File: config.mk
export PLATFORM = sky130hd
export DESIGN_NAME = pad_input_history_conditioner_core
export DESIGN_NICKNAME = d
export VERILOG_FILES = /design/src/design/phic_pkg.sv /design/src/design/pad_input_history_conditioner_core.sv /design/src/design/phic_cell.sv /design/src/design/phic_front.sv
export SDC_FILE = /design/constraint.sdc
export NUM_CORES = 1
export LEC_CHECK = 0
export ABC_AREA = 1
export BUFFER_PORTS_ARGS = -buffer_cell sky130_fd_sc_hd__buf_2
export CORE_ASPECT_RATIO = 1.25
export CORE_MARGIN = 3
export CORE_UTILIZATION = 63
export DETAILED_ROUTE_END_ITERATION = 12
export PLACE_DENSITY = 0.85
export SLEW_MARGIN = 25
export SYNTH_ARGS = -nofsm -noshare
export SYNTH_HDL_FRONTEND = slang
export SYNTH_SLANG_ARGS = --single-unit
File: constraint.sdc
create_clock -name clk_i -period 8.6 [get_ports clk_i]
set_clock_uncertainty 0.2 [all_clocks]
set_input_delay 0.43 -clock clk_i [delete_from_list [all_inputs] [get_ports clk_i]]
set_output_delay 0.43 -clock clk_i [all_outputs]
set_load 0.05 [all_outputs]
File: src/design/phic_pkg.sv
// ----------------------------------------------------------------------------
// phic_pkg
// Shared types, constants and helpers for the pad input history conditioner.
// ----------------------------------------------------------------------------
package phic_pkg;

  // Block dimensions
  localparam int NUM_PORTS     = 4;
  localparam int HISTORY_DEPTH = 20;
  localparam int PORT_IDX_W    = (NUM_PORTS > 1) ? $clog2(NUM_PORTS) : 1;

  // Field and register widths
  localparam int BTN_W   = 16;
  localparam int DIR_W   = 4;
  localparam int CNT_W   = 8;
  localparam int THR_W   = 7;
  localparam int MODE_W  = 4;
  localparam int CFG_W   = 7;
  localparam int CFG_IDX_W = 2;

  // Constants
  localparam logic [BTN_W-1:0] DPAD_MASK   = 16'h0F00;
  localparam logic [CNT_W-1:0] COUNT_MAX   = 8'hFF;
  localparam logic [THR_W-1:0] DIR_THR_RST = 7'd20;
  localparam logic [THR_W-1:0] STR_THR_RST = 7'd50;

  // Configuration register indexes
  typedef enum logic [CFG_IDX_W-1:0] {
    REG_STICK_MODE = 2'd0,
    REG_DIR_THR    = 2'd1,
    REG_STRONG_THR = 2'd2
  } cfg_reg_e;

  // Input item
  typedef struct packed {
    logic [1:0]        controller;
    logic              connected;
    logic [BTN_W-1:0]  buttons;
    logic signed [7:0] stick_x;
    logic signed [7:0] stick_y;
  } in_item_t;

  // Result item
  typedef struct packed {
    logic [1:0]       port;
    logic [BTN_W-1:0] held_buttons;
    logic [BTN_W-1:0] new_buttons;
    logic [DIR_W-1:0] stick_dir;
    logic [DIR_W-1:0] new_stick_dir;
    logic             history_shifted;
    logic [BTN_W-1:0] head_value;
    logic [CNT_W-1:0] head_hold_count;
    logic             head_strong;
  } out_item_t;

  // One history entry
  typedef struct packed {
    logic [BTN_W-1:0] value;
    logic [CNT_W-1:0] count;
    logic             tilt;
  } hist_entry_t;

  // Control handed to every history cell
  typedef struct packed {
    logic                  upd;
    logic [PORT_IDX_W-1:0] port;
  } cell_ctrl_t;

  // Front-end results for the current item
  typedef struct packed {
    logic [DIR_W-1:0] dir;
    logic [DIR_W-1:0] new_dir;
    logic [BTN_W-1:0] new_buttons;
    logic [BTN_W-1:0] head_value;
    logic             tilt;
    logic             shifted;
  } front_t;

  // Stick thresholding: bit0 right, bit1 left, bit2 down, bit3 up
  function automatic logic [DIR_W-1:0] dir_bits(input logic signed [7:0] x,
                                                input logic signed [7:0] y,
                                                input logic [THR_W-1:0] t);
    logic signed [8:0] xs;
    logic signed [8:0] ys;
    logic signed [8:0] tp;
    logic signed [8:0] tn;
    xs = {x[7], x};
    ys = {y[7], y};
    tp = $signed({2'b00, t});
    tn = -tp;
    dir_bits[0] = (xs > tp);
    dir_bits[1] = (xs < tn);
    dir_bits[2] = (ys < tn);
    dir_bits[3] = (ys > tp);
  endfunction

endpackage

File: src/design/pad_input_history_conditioner_core.sv
// ----------------------------------------------------------------------------
// pad_input_history_conditioner_core
// Gamepad sample conditioner: direction thresholds, edge detection and a
// per-port history kept in a chain of depth cells.
// ----------------------------------------------------------------------------
//   channel | signals                              | item
//   --------+--------------------------------------+---------------------
//   in      | in_valid_i / in_ready_o / in_item_i  | one pad sample
//   out     | out_valid_o / out_ready_i / out_item_o | one result
//   cfg     | cfg_we_i / cfg_idx_i / cfg_wdata_i   | register write
//
// The sample is accepted, the port's head cell is read, updated and the
// history chain shifted at the same edge; the result shows in the output
// register the next cycle. Input is taken whenever the output register is
// empty or being emptied. Disconnected samples are consumed with no result.
// Reset clears all history and previous-sample state at once.
// ----------------------------------------------------------------------------
module pad_input_history_conditioner_core (
  input  logic                          clk_i,
  input  logic                          rst_ni,
  input  logic                          in_valid_i,
  output logic                          in_ready_o,
  input  phic_pkg::in_item_t            in_item_i,
  output logic                          out_valid_o,
  input  logic                          out_ready_i,
  output phic_pkg::out_item_t           out_item_o,
  input  logic                          cfg_we_i,
  input  logic [phic_pkg::CFG_IDX_W-1:0] cfg_idx_i,
  input  logic [phic_pkg::CFG_W-1:0]    cfg_wdata_i
);
  import phic_pkg::*;

  logic [MODE_W-1:0] mode_q;
  logic [THR_W-1:0]  dir_thr_q;
  logic [THR_W-1:0]  str_thr_q;

  logic              out_valid_q;
  out_item_t         out_item_q;

  logic                  accept;
  logic                  active;
  logic                  port_ok;
  logic [PORT_IDX_W-1:0] port;
  front_t                front;
  hist_entry_t           head_old;
  hist_entry_t           head_upd;
  hist_entry_t           head_new;
  hist_entry_t           chain [HISTORY_DEPTH];
  cell_ctrl_t            head_ctrl;
  cell_ctrl_t            shift_ctrl;

  // Configuration registers
  always_ff @(posedge clk_i or negedge rst_ni) begin
    if (!rst_ni) begin
      mode_q    <= '0;
      dir_thr_q <= DIR_THR_RST;
      str_thr_q <= STR_THR_RST;
    end else if (cfg_we_i) begin
      case (cfg_reg_e'(cfg_idx_i))
        REG_STICK_MODE: mode_q    <= cfg_wdata_i[MODE_W-1:0];
        REG_DIR_THR:    dir_thr_q <= cfg_wdata_i[THR_W-1:0];
        REG_STRONG_THR: str_thr_q <= cfg_wdata_i[THR_W-1:0];
        default: ;
      endcase
    end
  end

  // Handshake and item qualification
  assign in_ready_o = !out_valid_q || out_ready_i;
  assign accept     = in_valid_i && in_ready_o;
  assign port_ok    = (32'(in_item_i.controller) < NUM_PORTS);
  assign active     = accept && in_item_i.connected && port_ok;
  assign port       = PORT_IDX_W'(in_item_i.controller);

  phic_front u_front (
    .clk_i        (clk_i),
    .rst_ni       (rst_ni),
    .item_i       (in_item_i),
    .port_i       (port),
    .stick_mode_i (mode_q[in_item_i.controller]),
    .dir_thr_i    (dir_thr_q),
    .str_thr_i    (str_thr_q),
    .upd_i        (active),
    .front_o      (front)
  );

  // Refreshed head entry with a held count; a shift pushes it one deeper
  // and leaves a cleared head behind
  always_comb begin
    head_upd.value = front.head_value;
    head_upd.count = (head_old.count == COUNT_MAX) ? COUNT_MAX
                                                   : head_old.count + 8'd1;
    head_upd.tilt  = front.tilt;
    if (front.shifted) begin
      head_new = '0;
    end else begin
      head_new = head_upd;
    end
  end

  assign head_ctrl.upd   = active;
  assign head_ctrl.port  = port;
  assign shift_ctrl.upd  = active && front.shifted;
  assign shift_ctrl.port = port;

  // History chain: cell 0 is the head, deeper cells take their neighbor
  phic_cell u_head (
    .clk_i   (clk_i),
    .rst_ni  (rst_ni),
    .ctrl_i  (head_ctrl),
    .entry_i (head_new),
    .entry_o (chain[0])
  );
  assign head_old = chain[0];

  for (genvar j = 1; j < HISTORY_DEPTH; j++) begin : g_cell
    phic_cell u_cell (
      .clk_i   (clk_i),
      .rst_ni  (rst_ni),
      .ctrl_i  (shift_ctrl),
      .entry_i ((j == 1) ? head_upd : chain[j-1]),
      .entry_o (chain[j])
    );
  end

  // Output register
  always_ff @(posedge clk_i or negedge rst_ni) begin
    if (!rst_ni) begin
      out_valid_q <= 1'b0;
    end else if (active) begin
      out_valid_q <= 1'b1;
    end else if (out_ready_i) begin
      out_valid_q <= 1'b0;
    end
  end

  always_ff @(posedge clk_i) begin
    if (active) begin
      out_item_q.port            <= in_item_i.controller;
      out_item_q.held_buttons    <= in_item_i.buttons;
      out_item_q.new_buttons     <= front.new_buttons;
      out_item_q.stick_dir       <= front.dir;
      out_item_q.new_stick_dir   <= front.new_dir;
      out_item_q.history_shifted <= front.shifted;
      out_item_q.head_value      <= head_new.value;
      out_item_q.head_hold_count <= head_new.count;
      out_item_q.head_strong     <= head_new.tilt;
    end
  end

  assign out_valid_o = out_valid_q;
  assign out_item_o  = out_item_q;

endmodule

File: src/design/phic_cell.sv
// ----------------------------------------------------------------------------
// phic_cell
// One history depth stage: holds this depth's entry for every port and
// presents the selected port's entry to its deeper neighbor.
// ----------------------------------------------------------------------------
module phic_cell (
  input  logic                 clk_i,
  input  logic                 rst_ni,
  input  phic_pkg::cell_ctrl_t ctrl_i,
  input  phic_pkg::hist_entry_t entry_i,
  output phic_pkg::hist_entry_t entry_o
);
  import phic_pkg::*;

  hist_entry_t entry_q [NUM_PORTS];

  // Entry of the addressed port, before this cycle's update
  assign entry_o = entry_q[ctrl_i.port];

  // Load from the shallower neighbor (or the head logic)
  always_ff @(posedge clk_i or negedge rst_ni) begin
    if (!rst_ni) begin
      for (int p = 0; p < NUM_PORTS; p++) begin
        entry_q[p] <= '0;
      end
    end else if (ctrl_i.upd) begin
      entry_q[ctrl_i.port] <= entry_i;
    end
  end

endmodule

File: src/design/phic_front.sv
// ----------------------------------------------------------------------------
// phic_front
// Per-port previous buttons and direction, stick thresholding, edge
// detection, head candidate value and shift decision.
// ----------------------------------------------------------------------------
module phic_front (
  input  logic                           clk_i,
  input  logic                           rst_ni,
  input  phic_pkg::in_item_t             item_i,
  input  logic [phic_pkg::PORT_IDX_W-1:0] port_i,
  input  logic                           stick_mode_i,
  input  logic [phic_pkg::THR_W-1:0]     dir_thr_i,
  input  logic [phic_pkg::THR_W-1:0]     str_thr_i,
  input  logic                           upd_i,
  output phic_pkg::front_t               front_o
);
  import phic_pkg::*;

  logic [BTN_W-1:0] prev_btn_q [NUM_PORTS];
  logic [DIR_W-1:0] prev_dir_q [NUM_PORTS];

  logic [BTN_W-1:0] prev_btn;
  logic [DIR_W-1:0] prev_dir;
  logic [DIR_W-1:0] dir;
  logic [BTN_W-1:0] drive;

  assign prev_btn = prev_btn_q[port_i];
  assign prev_dir = prev_dir_q[port_i];
  assign dir      = dir_bits(item_i.stick_x, item_i.stick_y, dir_thr_i);

  // Drive word and head candidate depend on the port's mode
  always_comb begin
    if (stick_mode_i) begin
      drive              = {4'b0000, dir, 8'h00};
      front_o.head_value = {4'b0000, prev_dir, 8'h00};
      front_o.tilt       = (dir_bits(item_i.stick_x, item_i.stick_y, str_thr_i) != '0);
    end else begin
      drive              = item_i.buttons;
      front_o.head_value = prev_btn;
      front_o.tilt       = 1'b0;
    end
    front_o.dir         = dir;
    front_o.new_dir     = (prev_dir ^ dir) & dir;
    front_o.new_buttons = (prev_btn ^ item_i.buttons) & item_i.buttons;
    front_o.shifted     = ((prev_btn & DPAD_MASK) != (drive & DPAD_MASK));
  end

  // Previous sample per port
  always_ff @(posedge clk_i or negedge rst_ni) begin
    if (!rst_ni) begin
      for (int p = 0; p < NUM_PORTS; p++) begin
        prev_btn_q[p] <= '0;
        prev_dir_q[p] <= '0;
      end
    end else if (upd_i) begin
      prev_btn_q[port_i] <= item_i.buttons;
      prev_dir_q[port_i] <= dir;
    end
  end

endmodule

; ---- Word level (Yosys, flattened, before mapping)
; Cells that the tools add are included.
[word_totals]
in_bits = 49
register_bits = 267
elab_cells = 93
output_inout_bits = 70
[op_classes]
eq_ne = 4
n_reduce_logical = 11
n_addsub = 3
bitwise_logic = 5
n_lt_le_gt_ge = 11
mux = 26
[ops]
columns = op, n
row1 = 100-bit bitwise mux, 1
row2 = 64-bit bitwise mux, 1
row3 = 25-bit binary-select mux with 2-bit select, 1
row4 = 25-bit demux with 2-bit select, 1
row5 = 25-bit 2-to-1 mux, 2
row6 = 16-bit 2-to-1 mux, 3
row7 = 8-bit by 9-bit < comparator with 1-bit output, 4
row8 = 16-bit binary-select mux with 2-bit select, 1
row9 = 16-bit demux with 2-bit select, 1
row10 = 8-bit greater-than comparator, 4
row11 = 9-bit 2-to-1 mux, 2
row12 = 7-bit negator with 9-bit output, 2
row13 = 17-bit 2-to-1 mux, 1
row14 = 16-bit AND, 1
row15 = 16-bit bitwise mux, 1
row16 = 16-bit bitwise XOR, 1
row17 = 12-bit 2-to-1 mux, 1
row18 = 4-bit 2-to-1 mux, 3
row19 = 8-bit by 1-bit adder with 8-bit output (second input constant), 1
row20 = 4-bit binary-select mux with 2-bit select, 1
row21 = 4-bit demux with 2-bit select, 1
row22 = 8-bit == test (second input constant), 1
row23 = 8-bit 2-to-1 mux, 1
row24 = 2-bit AND reduction, 3
row25 = other kinds (17), 21

; ---- Logic depth before layout (Yosys ltp)
; Gate-level depths: netlist (run 1).
[depth]
depth_word = 8
ltp_mapped = 21
ltp_nobuf = 20

; ---- Modules after synthesis
; Synthesis (run 1) repeated with hierarchy kept, for this count alone.
[unflattened]
cells_unflattened = 1624
hier_area_um2 = 13409.1
[by_module_without_submodules]
columns = mod, seq_area_each_um2, area_each_um2, cells_per_inst, instances
row1 = phic_front, 2001.9, 5377.7, 716, 1
row2 = phic_cell, 2502.4, 4843.4, 676, 1
row3 = pad_input_history_conditioner_core, 2523.7, 3188.1, 232, 1

; ---- Worst setup path before layout (run 1)
; No wires, ideal clock.
[synth_timing]
kind = register to register
start = register out_valid_q, in the netlist out_valid_o
end = register u_front.prev_dir_q[2] (netlist bit)
stages_incl_launch_ff = 7
required_time_ps = 8267
path_buffers = 2
t_arrival_ps = 5422
setup_time_ps = 133
path_slack_ps = 2844
synth_period_minus_slack_ps = 5756
cell_sequence = dfrtp_1 a21oi_1 inv_1 nor2_1 clkbuf_1 clkbuf_1 o21ai_0
[synth_via]
elab_chain_cells = 4
[synth_rtl]
columns = element, line_no
row1 = from (decl), pad_input_history_conditioner_core.sv:37  ; logic out_valid_q;
row2 = from (signal assigned), pad_input_history_conditioner_core.sv:129  ; out_valid_q <= 1'b0;
row3 = from (signal assigned), pad_input_history_conditioner_core.sv:131  ; out_valid_q <= 1'b1;
row4 = from (signal assigned), pad_input_history_conditioner_core.sv:133  ; out_valid_q <= 1'b0;
row5 = 1-bit logical NOT, pad_input_history_conditioner_core.sv:69  ; assign in_ready_o = !out_valid_q || out_ready_i;
row6 = 1-bit logical OR, pad_input_history_conditioner_core.sv:69
row7 = 1-bit logical AND, pad_input_history_conditioner_core.sv:70  ; assign accept = in_valid_i && in_ready_o;
row8 = 1-bit logical AND, pad_input_history_conditioner_core.sv:72  ; assign active = accept && in_item_i.connected && port_ok;
row9 = named net active, pad_input_history_conditioner_core.sv:41  ; logic active;
row10 = "to (signal, indexed assignment)", phic_front.sv:57  ; prev_dir_q[port_i] <= dir;
row11 = to (decl), phic_front.sv:20  ; logic [DIR_W-1:0] prev_dir_q [NUM_PORTS];
; The timed path passes the listed nets, and every way through them passes these cells.
; A chain may end at the register's enable or synchronous reset.

==> metrics.md, run 1 <==
| Metric | Value |
|---|---|
| Seq/Total Area, Yosys | `53.21%` |
| Row count | `50` |
| Buf+Inv Stages, Crit Path | `4` |
| Via count | `8227` |
| RSZ-0062 raised after global routing | `no` |
| Commonest non-fill, non-tap cells in the layout | `nand2_1, dfrtp_1, buf_2` |
| Max_cap viols | `0` |
| Mapped Cells | `1100` |
| Tot GR Track Use | `28.04%` |
| CP dominant cell by count | `nand2_1` |
| Largest delay share family, worst path | `simple AND/OR/NAND/NOR gates` |
| Die area | `0.01745 mm2` |
| Vias in the first global route | `7918` |
| Layout cells sized above 1 | `16.41%` |
| Number of synthesized register bits | `199` |
| Max-slew violations | `0` |
| Average size of a mapped cell | `9.100 um2` |
| # diodes | `0` |
| Nets | `1312` |
| Netlist cell types | `44` |
| Endpoint type of the worst setup path | `register` |
| Largest net degree at the start of global routing | `75` |
| Worst path arrival time | `4.30 ns` |
| CTS buffer count | `17` |
| WS Path Type | `reg -> reg` |
| Reg clk slew, reported paths | `0.08 ns` |
| CP startpoint kind | `register` |
| Post-CTS Setup Repair Bufs | `0` |
| Wirelength per Cell | `16.78 um` |
| H-tree depth | `4` |
| Hold crit path type | `in -> reg` |
| DRC violations left | `0` |
| Pwr Total | `2565 uW` |
| Drt via density | `5.765` |
| Slew margin rel. | `39.11%` |
| Number of synthesized flops with an enable pin | `68` |
| Endpoints failing setup | `0` |
| I/O pin count | `119` |
| CTS tree | `built` |
| CTS root buf | `clkbuf_16` |
| Post-synth top flop | `dfrtp_1` |
| Leak | `0.005569 uW` |
| Number of antenna violations at the first check in global routing | `0` |
| Final worst path period need | `4.234 ns` |
| Skew-Pair Late Insertion Delay | `0.44 ns` |
| Initial drt markers | `975` |
| Final hold viol count | `0` |
| Fmax | `0.2362 GHz` |
| Power per cell area | `226.2 mW/mm2` |
| Final period util | `49.23%` |
| Most common cell after layout, fill and taps aside | `nand2_1` |
| Crit-path cells | `inv_1, ha_1, nand2_1, nor2_1, nand2_1, inv_1, ha_1, nand2_1, inv_1, nand2_1, inv_1, a21oi_1, nand2_1, nand2_1, nand3_1, nand3_1, nand2_1, nor2_4, nand2_1, nor3_1` |
| Core area | `0.01526 mm2` |
| Total Wirelength | `23940 um` |
| TritonCTS Sinks | `199` |
| Post-Syn Nets | `1206` |
| CP startpoint | `dir_thr_q[0]` |
| Worst EP required | `8.67 ns` |
| DP HPWL | `16380 um` |
| Ys async rst share | `65.83%` |
| Layout fillers | `1127` |
| R2R Path Start | `dir_thr_q[0]` |
| Final setup TNS | `0 ns` |
| Global route total overflow | `0` |
| Port Buf Inserts | `118` |
| Worst stage delay on the critical path | `0.61 ns` |
| Chip Height | `146.9 um` |
| Ys Warns | `0` |
| Status | `finished, final reports clean` |
| Placer Congestion | `0.9555` |
| Crit-path max FO | `37` |
| Synthesized cell area | `0.01001 mm2` |
| Max VDD drop | `0.1163 mV` |
| Placed cell area | `0.01075 mm2` |
| Area Growth Syn to Fin | `13.31%` |
| Die X | `118.7 um` |
| Antenna-violating nets left | `0` |
| First-pass GRT wire length | `39320 um` |
| Post_cts resized | `0` |
| Initial Util | `65.57%` |
| Hold_sp | `in_item_i[33]` |
| Worst-margin pin slew | `0.9134 ns` |
| Number of detailed-route iterations in the first pass | `7` |
| CTS Buffer Depth | `2` |
| Slowest CP cell | `nand2_1` |
| Final Cell Area | `0.01134 mm2` |
cell usage after synthesis (15+ instances only):
library cell / instances / area (um2)
nand3_1: 43 / 215.2
dfrtp_1: 126 / 3153
ha_1: 57 / 713.2
a22oi_1: 15 / 112.6
nand4_1: 41 / 256.5
o22ai_1: 16 / 100.1
edfxtp_1: 68 / 2042
inv_1: 107 / 401.6
nand2_1: 324 / 1216
a21oi_1: 35 / 175.2
nor2_1: 38 / 142.6
o21ai_0: 78 / 390.4
clkbuf_1: 24 / 90.09
where the power goes:
group	switching, uW	internal (uW)	leakage (uW)
clock network	364	417	0.000287
registers	64.7	1110	0.00231
logic	418	189	0.00297
per-stage QoR:
step	hold slack [ns]	std cells	setup WS, ns	utilization [%]
global route	0.01870	1427	3.959	74.30
detailed placement	0.2583	1394	4.208	70.42
floorplan	-0.06559	1100	2.844	-
CTS	0.008879	1427	4.309	74.27
global placement	0.2539	1394	4.439	70.42
finish	0.01844	1427	4.366	74.30
sequential cells by signal, summed over array words and instances, names as in the netlist:
register and flops:
u_head.entry_q 32, mode_q 4, out_item_o 68, dir_thr_q 7, u_front.prev_btn_q 64, out_valid_o 1
u_front.prev_dir_q 16, str_thr_q 7
per-layer routing:
layer / global-route usage [%] / share of wire (%) / up-vias
li1: - / - / 3924
met1: 34.67 / 40 / 3857
met2: 48.73 / 50 / 370
met3: 4.890 / 5.9 / 76
met4: 11.77 / 3.7 / 0
met5: 0 / 0 / -
cell type report:
cell class / instances / area [um2] / area share, %
timing repair buffer: 127 / 663.1 / 5.847
clock inverter: 13 / 135.1 / 1.191
sequential: 199 / 5326 / 46.96
clock buffer: 19 / 442.9 / 3.905
tap: 208 / 260.3 / 2.295
inverter: 115 / 431.7 / 3.806
multi-input combinational: 746 / 4083 / 36.00
path summary, 6_finish.rpt:
| kind | end | slack, ns | cells past startpoint |
|---|---|---|---|
| max in group asynchronous | u_head.entry_q[54] | 6.36 | 3 |
| max reg2reg | out_item_o[7] | 4.37 | 20 |
| min reg2reg | u_front.prev_btn_q[35] | 0.28 | 2 |
| max | out_item_o[7] | 4.37 | 20 |
| min in group asynchronous | u_front.prev_btn_q[19] | 0.41 | 2 |
| min | out_item_o[66] | 0.02 | 1 |
kinds of logic after synthesis:
logic type      after synthesis  synth area share (%)
fa+ha+maj                    57                 7.125
xor+xnor                     11                0.9625
compound gates              186                 11.23
flops                       199                 53.21
simple gates                492                 21.21
buf+inv                     155                 6.263
repair_timing:
action,CTS,global route
hold buffers,1,0
setup endpoints to repair,0,0
hold endpoints to repair,57,0
Power figures use the tool's default switching activity.
==> inputs of run 2 (changes only) <==
--- a/config.mk
+++ b/config.mk
@@ -9,9 +9,9 @@
 export BUFFER_PORTS_ARGS = -buffer_cell sky130_fd_sc_hd__buf_2
 export CORE_ASPECT_RATIO = 1.25
 export CORE_MARGIN = 3
-export CORE_UTILIZATION = 63
+export CORE_UTILIZATION = 59
 export DETAILED_ROUTE_END_ITERATION = 12
-export PLACE_DENSITY = 0.85
+export PLACE_DENSITY = 0.81
 export SLEW_MARGIN = 25
 export SYNTH_ARGS = -nofsm -noshare
 export SYNTH_HDL_FRONTEND = slang
==> constraint.sdc (replaced) <==
create_clock -name clk_i -period 4.3 [get_ports clk_i]
set_clock_uncertainty 0.2 [all_clocks]
set_input_delay 0.215 -clock clk_i [delete_from_list [all_inputs] [get_ports clk_i]]
set_output_delay 0.215 -clock clk_i [all_outputs]
set_load 0.05 [all_outputs]
==> run 2 against run 1 <==
Compared with the run above: total power grew 100%; register-to-register slack lost 3.9 ns; combinational power grew 100%; final cell count grew 3.0%; die area grew 6.5%; utilization shrank 2.9 points; hold slack gained 0.0078 ns.
==> metrics.md, run 2 (same netlist as run 1, synthesis figures left out) <==
| Metric | Value |
|---|---|
| Global route total overflow | `0 (unchanged)` |
| Final hold viol count | `0 (unchanged)` |
| Antenna-violating nets left | `0 (unchanged)` |
| Chip Height | `151.6 um (+3.2%)` |
| # diodes | `0 (unchanged)` |
| Core area | `0.01640 mm2 (+7.4%)` |
| DRC violations left | `0 (unchanged)` |
| Port Buf Inserts | `118 (unchanged)` |
| Area Growth Syn to Fin | `17.00%` |
| I/O pin count | `119 (unchanged)` |
| DP HPWL | `16630 um (+1.5%)` |
| First-pass GRT wire length | `39210 um (-0.30%)` |
| Layout cells sized above 1 | `16.59% (+0.18 points)` |
| Vias in the first global route | `8108 (+2.4%)` |
| Slew margin rel. | `39.40% (+0.29 points)` |
| Hold crit path type | `in -> reg` |
| Most common cell after layout, fill and taps aside | `nand2_1` |
| Number of detailed-route iterations in the first pass | `6 (-1)` |
| Via count | `8313 (+1.0%)` |
| Crit-path max FO | `36 (-2.7%)` |
| Max VDD drop | `0.2693 mV (+130%)` |
| Final Core Density | `71.43% (-2.9 points)` |
| Min Hold Slack | `0.02628 ns (+0.007835 ns)` |
| Placer Congestion | `0.9179 (-3.9%)` |
| Initial drt markers | `776 (-20%)` |
| Endpoints failing setup | `0 (unchanged)` |
| Endpoint type of the worst setup path | `register` |
| Tot GR Track Use | `27.13% (-0.91 points)` |
| Drt via density | `5.655 (-1.9%)` |
| Layout fillers | `1252 (+11%)` |
| Number of antenna violations at the first check in global routing | `0 (unchanged)` |
| Max-slew violations | `0 (unchanged)` |
| CTS tree | `built` |
| Power per cell area | `445.4 mW/mm2 (+97%)` |
| Status | `finished, final reports clean` |
| CP startpoint | `dir_thr_q[0]` |
| Nets | `1347 (+2.7%)` |
| R2R Path Start | `dir_thr_q[0]` |
| Commonest non-fill, non-tap cells in the layout | `nand2_1, dfrtp_1, buf_2` |
| Die area | `0.01857 mm2 (+6.5%)` |
| Worst EP required | `4.39 ns (-4.28 ns)` |
| CTS Buffer Depth | `2 (unchanged)` |
| Leak | `0.005727 uW (+2.8%)` |
| Worst path arrival time | `3.94 ns (-0.36 ns)` |
| Wirelength per Cell | `16.58 um (-1.2%)` |
| Row count | `52 (+4.0%)` |
| Post_cts resized | `0 (unchanged)` |
| H-tree depth | `4 (unchanged)` |
| Worst-margin pin slew | `0.9081 ns (-0.005325 ns)` |
| TritonCTS Sinks | `199 (unchanged)` |
| Total Wirelength | `24370 um (+1.8%)` |
| Max_cap viols | `0 (unchanged)` |
| Skew-Pair Late Insertion Delay | `0.44 ns (about the same)` |
| RSZ-0062 raised after global routing | `no` |
| WS Path Type | `reg -> reg` |
| Final period util | `89.58% (+40 points)` |
| Fmax | `0.2596 GHz (+9.9%)` |
| Die X | `122.5 um (+3.2%)` |
| CP startpoint kind | `register` |
| Initial Util | `61.05% (-4.5 points)` |
| Final setup TNS | `0 ns (unchanged)` |
| CTS buffer count | `17 (unchanged)` |
| Largest register FFs | `68 (unchanged)` |
| Largest net degree at the start of global routing | `69 (-8.0%)` |
| Hold_sp | `cfg_we_i` |
| CTS root buf | `clkbuf_16` |
| Final worst path period need | `3.852 ns (-0.3816 ns)` |
| Pwr Total | `5217 uW (+100%)` |
| Reg clk slew, reported paths | `0.08 ns (about the same)` |
-- run 2: timing repair --
action,CTS,global route
hold endpoints to repair,159,0
hold buffers,29,0
buffers inserted,0,0
-- run 2: path summary, 6_finish.rpt --
check	slack (ns)	end	cells after the start
setup / recovery	0.45	out_item_o[10]	21
max in group asynchronous	2.72	u_front.prev_btn_q[59]	3
hold reg to reg	0.28	u_front.prev_btn_q[5]	2
min in group asynchronous	0.12	u_head.entry_q[31]	2
hold / removal	0.03	mode_q[1]	3
setup reg to reg	0.45	out_item_o[10]	21
-- run 2: final cells by class --
class                   count  area [um2]  area share [%]
clock buffers              17       425.4           3.632
inverters                 115       431.7           3.686
flip-flops and latches    199        5326           45.48
clock inverters            15       183.9           1.571
multi-input cells         746        4078           34.82
well taps                 216       270.3           2.308
repair buffers            162       996.0           8.504
-- run 2: through the flow --
stage | instance area, um2 | cells | setup slack (ns)
after global routing | 11710 | 1470 | 0.1302
after detailed placement | 10810 | 1409 | 0.5122
after global placement | 10810 | 1409 | 0.6732
after floorplan | 10010 | 1100 | 0.2072
final | 11710 | 1470 | 0.4479
after CTS | 11710 | 1470 | 0.4877
-- run 2: worst max-delay path, cell delays in order (launching register included) --
cell and delay [ns]:
dfrtp_1 0.42, inv_1 0.18, ha_1 0.27, nand2_1 0.07, nor2_1 0.15, nand2_1 0.11, inv_1 0.09, ha_1 0.26
nand2_1 0.08, inv_1 0.04, nand2_1 0.06, inv_1 0.04, a21oi_1 0.19, nand2_1 0.08, nand2_1 0.09, nand3_1 0.09
nand3_1 0.10, nand2_1 0.08, nor2_4 0.10, buf_4 0.33, nand3_2 0.43, nor2_1 0.21
-- run 2: routing by layer --
metal | share of wire [%] | global-route usage, % | wire length, um
met5 | 0 | 0 | 0
met4 | 3.7 | 12.72 | 899
met3 | 6.3 | 4.679 | 1531
met2 | 51 | 47.10 | 12340
met1 | 39 | 32.89 | 9606
-- run 2: report_power, final --
part           switching [uW]  leakage (uW)  total [uW]  internal, uW
sequential                126       0.00231        2350          2230
combinational             826       0.00312        1230           402
clock                     755      0.000294        1640           881
==> inputs of run 3 (changes only) <==
--- a/config.mk
+++ b/config.mk
@@ -5,13 +5,12 @@
 export SDC_FILE = /design/constraint.sdc
 export NUM_CORES = 1
 export LEC_CHECK = 0
-export ABC_AREA = 1
 export BUFFER_PORTS_ARGS = -buffer_cell sky130_fd_sc_hd__buf_2
 export CORE_ASPECT_RATIO = 1.25
 export CORE_MARGIN = 3
 export CORE_UTILIZATION = 59
 export DETAILED_ROUTE_END_ITERATION = 12
-export PLACE_DENSITY = 0.81
+export PLACE_DENSITY = 0.78
 export SLEW_MARGIN = 25
 export SYNTH_ARGS = -nofsm -noshare
 export SYNTH_HDL_FRONTEND = slang
==> run 3 against run 2 <==
Compared with the run above: via count decreased by 11%; largest power group unchanged; critical path depth decreased by 6; clock-buffer cell count increased by 4; final cell count decreased by 14%; global-route usage decreased by 1.7 points; sequential cell count unchanged.
==> metrics.md, run 3 <==
| Metric | Value |
|---|---|
| Power per cell area | `448.4 mW/mm2 (+0.68%)` |
| Reg clk slew, reported paths | `0.07 ns (about the same)` |
| Status | `finished, final reports clean` |
| Most instantiated library cell after synthesis | `nand2_1` |
| Final setup TNS | `0 ns (unchanged)` |
| Worst path arrival time | `3.97 ns (+0.03 ns)` |
| I/O pin count | `119 (unchanged)` |
| Number of antenna violations at the first check in global routing | `0 (unchanged)` |
| Final worst path period need | `4.016 ns (+0.1641 ns)` |
| Most common cell after layout, fill and taps aside | `nand2_1` |
| Post-Syn Nets | `992 (-18%)` |
| RSZ-0062 raised after global routing | `no` |
| Antenna-violating nets left | `0 (unchanged)` |
| Wirelength per Cell | `18.25 um (+10%)` |
| Chip Height | `151.9 um (+0.20%)` |
| DRC violations left | `0 (unchanged)` |
| Max_cap viols | `0 (unchanged)` |
| Layout cells sized above 1 | `24.52% (+7.9 points)` |
| Slew margin rel. | `37.70% (-1.7 points)` |
| Placer Congestion | `0.8876 (-3.3%)` |
| Vias in the first global route | `7518 (-7.3%)` |
| # diodes | `0 (unchanged)` |
| Nets | `1137 (-16%)` |
| Number of synthesized register bits | `199 (unchanged)` |
| Crit-path max FO | `12 (-67%)` |
| TritonCTS Sinks | `199 (unchanged)` |
| Final non-filler cell total | `1260 (-14%)` |
| Global route total overflow | `0 (unchanged)` |
| Initial drt markers | `564 (-27%)` |
| Leak | `0.005401 uW (-5.7%)` |
| CTS Buffer Depth | `2 (unchanged)` |
| Total Wirelength | `23000 um (-5.6%)` |
| Number of synthesized flops with an enable pin | `68 (unchanged)` |
| Via count | `7405 (-11%)` |
| CTS buffer count | `17 (unchanged)` |
| Cell taking the most area after synthesis | `dfrtp_1` |
| Worst EP required | `4.26 ns (-0.13 ns)` |
| Top-area cell type share of the netlist area | `31.37% (-0.13 points)` |
| Synthesized cell area | `0.01005 mm2 (+0.41%)` |
| Final hold viol count | `0 (unchanged)` |
| Ys async rst share | `65.83% (unchanged)` |
| Port Buf Inserts | `118 (unchanged)` |
| Placed cells | `1200 (-15%)` |
| Die area | `0.01865 mm2 (+0.39%)` |
| Final period util | `93.40% (+3.8 points)` |
| Hold crit path type | `in -> reg` |
| Min Hold Slack | `0.03919 ns (+0.01291 ns)` |
| Max VDD drop | `0.2348 mV (-13%)` |
| CP startpoint kind | `register` |
| Worst-margin pin slew | `0.9345 ns (+0.02645 ns)` |
| Core area | `0.01646 mm2 (+0.40%)` |
| CTS root buf | `clkbuf_16` |
| Setup WS pre-CTS | `0.1316 ns (-0.3807 ns)` |
| H-tree depth | `4 (unchanged)` |
| Row count | `52 (unchanged)` |
| Tot GR Track Use | `25.46% (-1.7 points)` |
| Max-slew violations | `0 (unchanged)` |
| Netlist cell types | `63 (+43%)` |
| Mapped Cells | `886 (-19%)` |
| Top post-synthesis cells by count | `nand2_1, dfrtp_1, edfxtp_1` |
| Average size of a mapped cell | `11.34 um2 (+25%)` |
| CTS tree | `built` |
| Area contributors post-synth | `dfrtp_1, edfxtp_1, nand2_1, ha_1, mux4_2` |
| Number of detailed-route iterations in the first pass | `5 (-1)` |
| Ys Warns | `0 (unchanged)` |
| Seq/Total Area, Yosys | `52.99% (-0.22 points)` |
| Post-synth top flop | `dfrtp_1` |
| First-pass GRT wire length | `37290 um (-4.9%)` |
| WS Path Type | `reg -> reg` |
| Die X | `122.7 um (+0.20%)` |
| Skew-Pair Late Insertion Delay | `0.44 ns (about the same)` |
| Area Growth Syn to Fin | `17.49%` |
| Drt via density | `5.877 (+3.9%)` |
| Endpoint type of the worst setup path | `register` |
| Endpoints failing setup | `0 (unchanged)` |
| Largest register FFs | `68 (unchanged)` |
| DP HPWL | `15830 um (-4.8%)` |
| Largest net degree at the start of global routing | `71 (+2.9%)` |
| Layout fillers | `1145 (-8.5%)` |
| Initial Util | `61.06% (about the same)` |
| Commonest non-fill, non-tap cells in the layout | `nand2_1, dfrtp_1, buf_2` |
| Worst setup margin | `0.2838 ns (-0.1641 ns)` |
| Fmax | `0.2490 GHz (-4.1%)` |
[run 3: changes by cell type after synthesis, sizes merged, moves of 14 or more]
cell,before,now
o22ai,16,1
a21oi,44,14
nand3,44,14
nand4,41,4
nor2b,0,26
o21ai,80,49
and3,3,18
a22oi,15,1
mux4,0,29
nand2,326,211
nor2,51,21
mux2,0,37
inv,113,39
[run 3: final timing paths]
path,to,depth (start not counted),from,slack [ns]
max in group asynchronous,dir_thr_q[2],3,rst_ni,2.85
min in group asynchronous,str_thr_q[6],2,rst_ni,0.19
max reg2reg,out_item_o[5],15,dir_thr_q[1],0.28
max,out_item_o[5],15,dir_thr_q[1],0.28
min,mode_q[2],3,cfg_idx_i[1],0.04
min reg2reg,u_front.prev_btn_q[55],2,u_front.prev_btn_q[55],0.28
[run 3: area by class of cell]
class / count / area, um2 / share of cell area [%]
Sequential cell: 199 / 5328 / 45.12
Multi-Input combinational cell: 613 / 4471 / 37.86
Timing Repair Buffer: 161 / 1021 / 8.646
Clock buffer: 21 / 470.5 / 3.984
Tap cell: 216 / 270.3 / 2.289
Inverter: 39 / 146.4 / 1.240
Clock inverter: 11 / 102.6 / 0.8688
[run 3: cells by family (layout without fill, tap and decap cells)]
logic type      after synthesis  in the layout  share of synthesized area [%]
compound gates              125            125                          8.689
xor+xnor                     15             15                          1.519
fa+ha+maj                    57             57                          7.096
buf+inv                      74            232                          2.838
flops                       199            199                          52.99
mux                          70             70                          11.04
simple gates                346            346                          15.82
[run 3: power by group]
group | total [uW] | leakage, uW | switching, uW | internal [uW]
clock | 1540 | 0.000278 | 733 | 808
combinational | 1370 | 0.00281 | 822 | 546
sequential | 2390 | 0.00232 | 147 | 2240
total | 5300 | 0.00540 | 1700 | 3590
[run 3: metal layers]
metal | up-vias | track usage, % | share of wire (%)
li1 | 3475 | - | -
met1 | 3619 | 31.78 | 40
met2 | 261 | 43.47 | 51
met3 | 50 | 4.277 | 5.3
met4 | 0 | 10.78 | 2.9
met5 | - | 0 | 0
[run 3: critical path, cell delays in order (launching register included)]
cell      delay, ns
dfrtp_1        0.40
inv_1          0.10
ha_1           0.18
or3b_4         0.41
nand2b_2       0.22
nor2_2         0.12
ha_1           0.13
inv_1          0.06
or3_1          0.35
nand4b_1       0.19
or2_2          0.29
or2_2          0.29
mux2_4         0.35
a31oi_4        0.23
buf_12         0.15
nor3_1         0.05
[run 3: repair_timing]
action,4_1_cts,5_1_grt
resized for setup,0,6
endpoints found under the hold margin,172,0
hold buffers,27,0
buffers inserted,0,1
setup endpoints to repair,0,41
[run 3: stage by stage]
stage	total power [uW]	instance area (um2)	utilization, %
3_3_place_gp	3672	10920	66.35
2_1_floorplan	3344	10050	-
4_1_cts	5280	11770	71.47
6_report	5296	11810	71.74
5_1_grt	5565	11810	71.74
3_5_place_dp	3726	10920	66.35
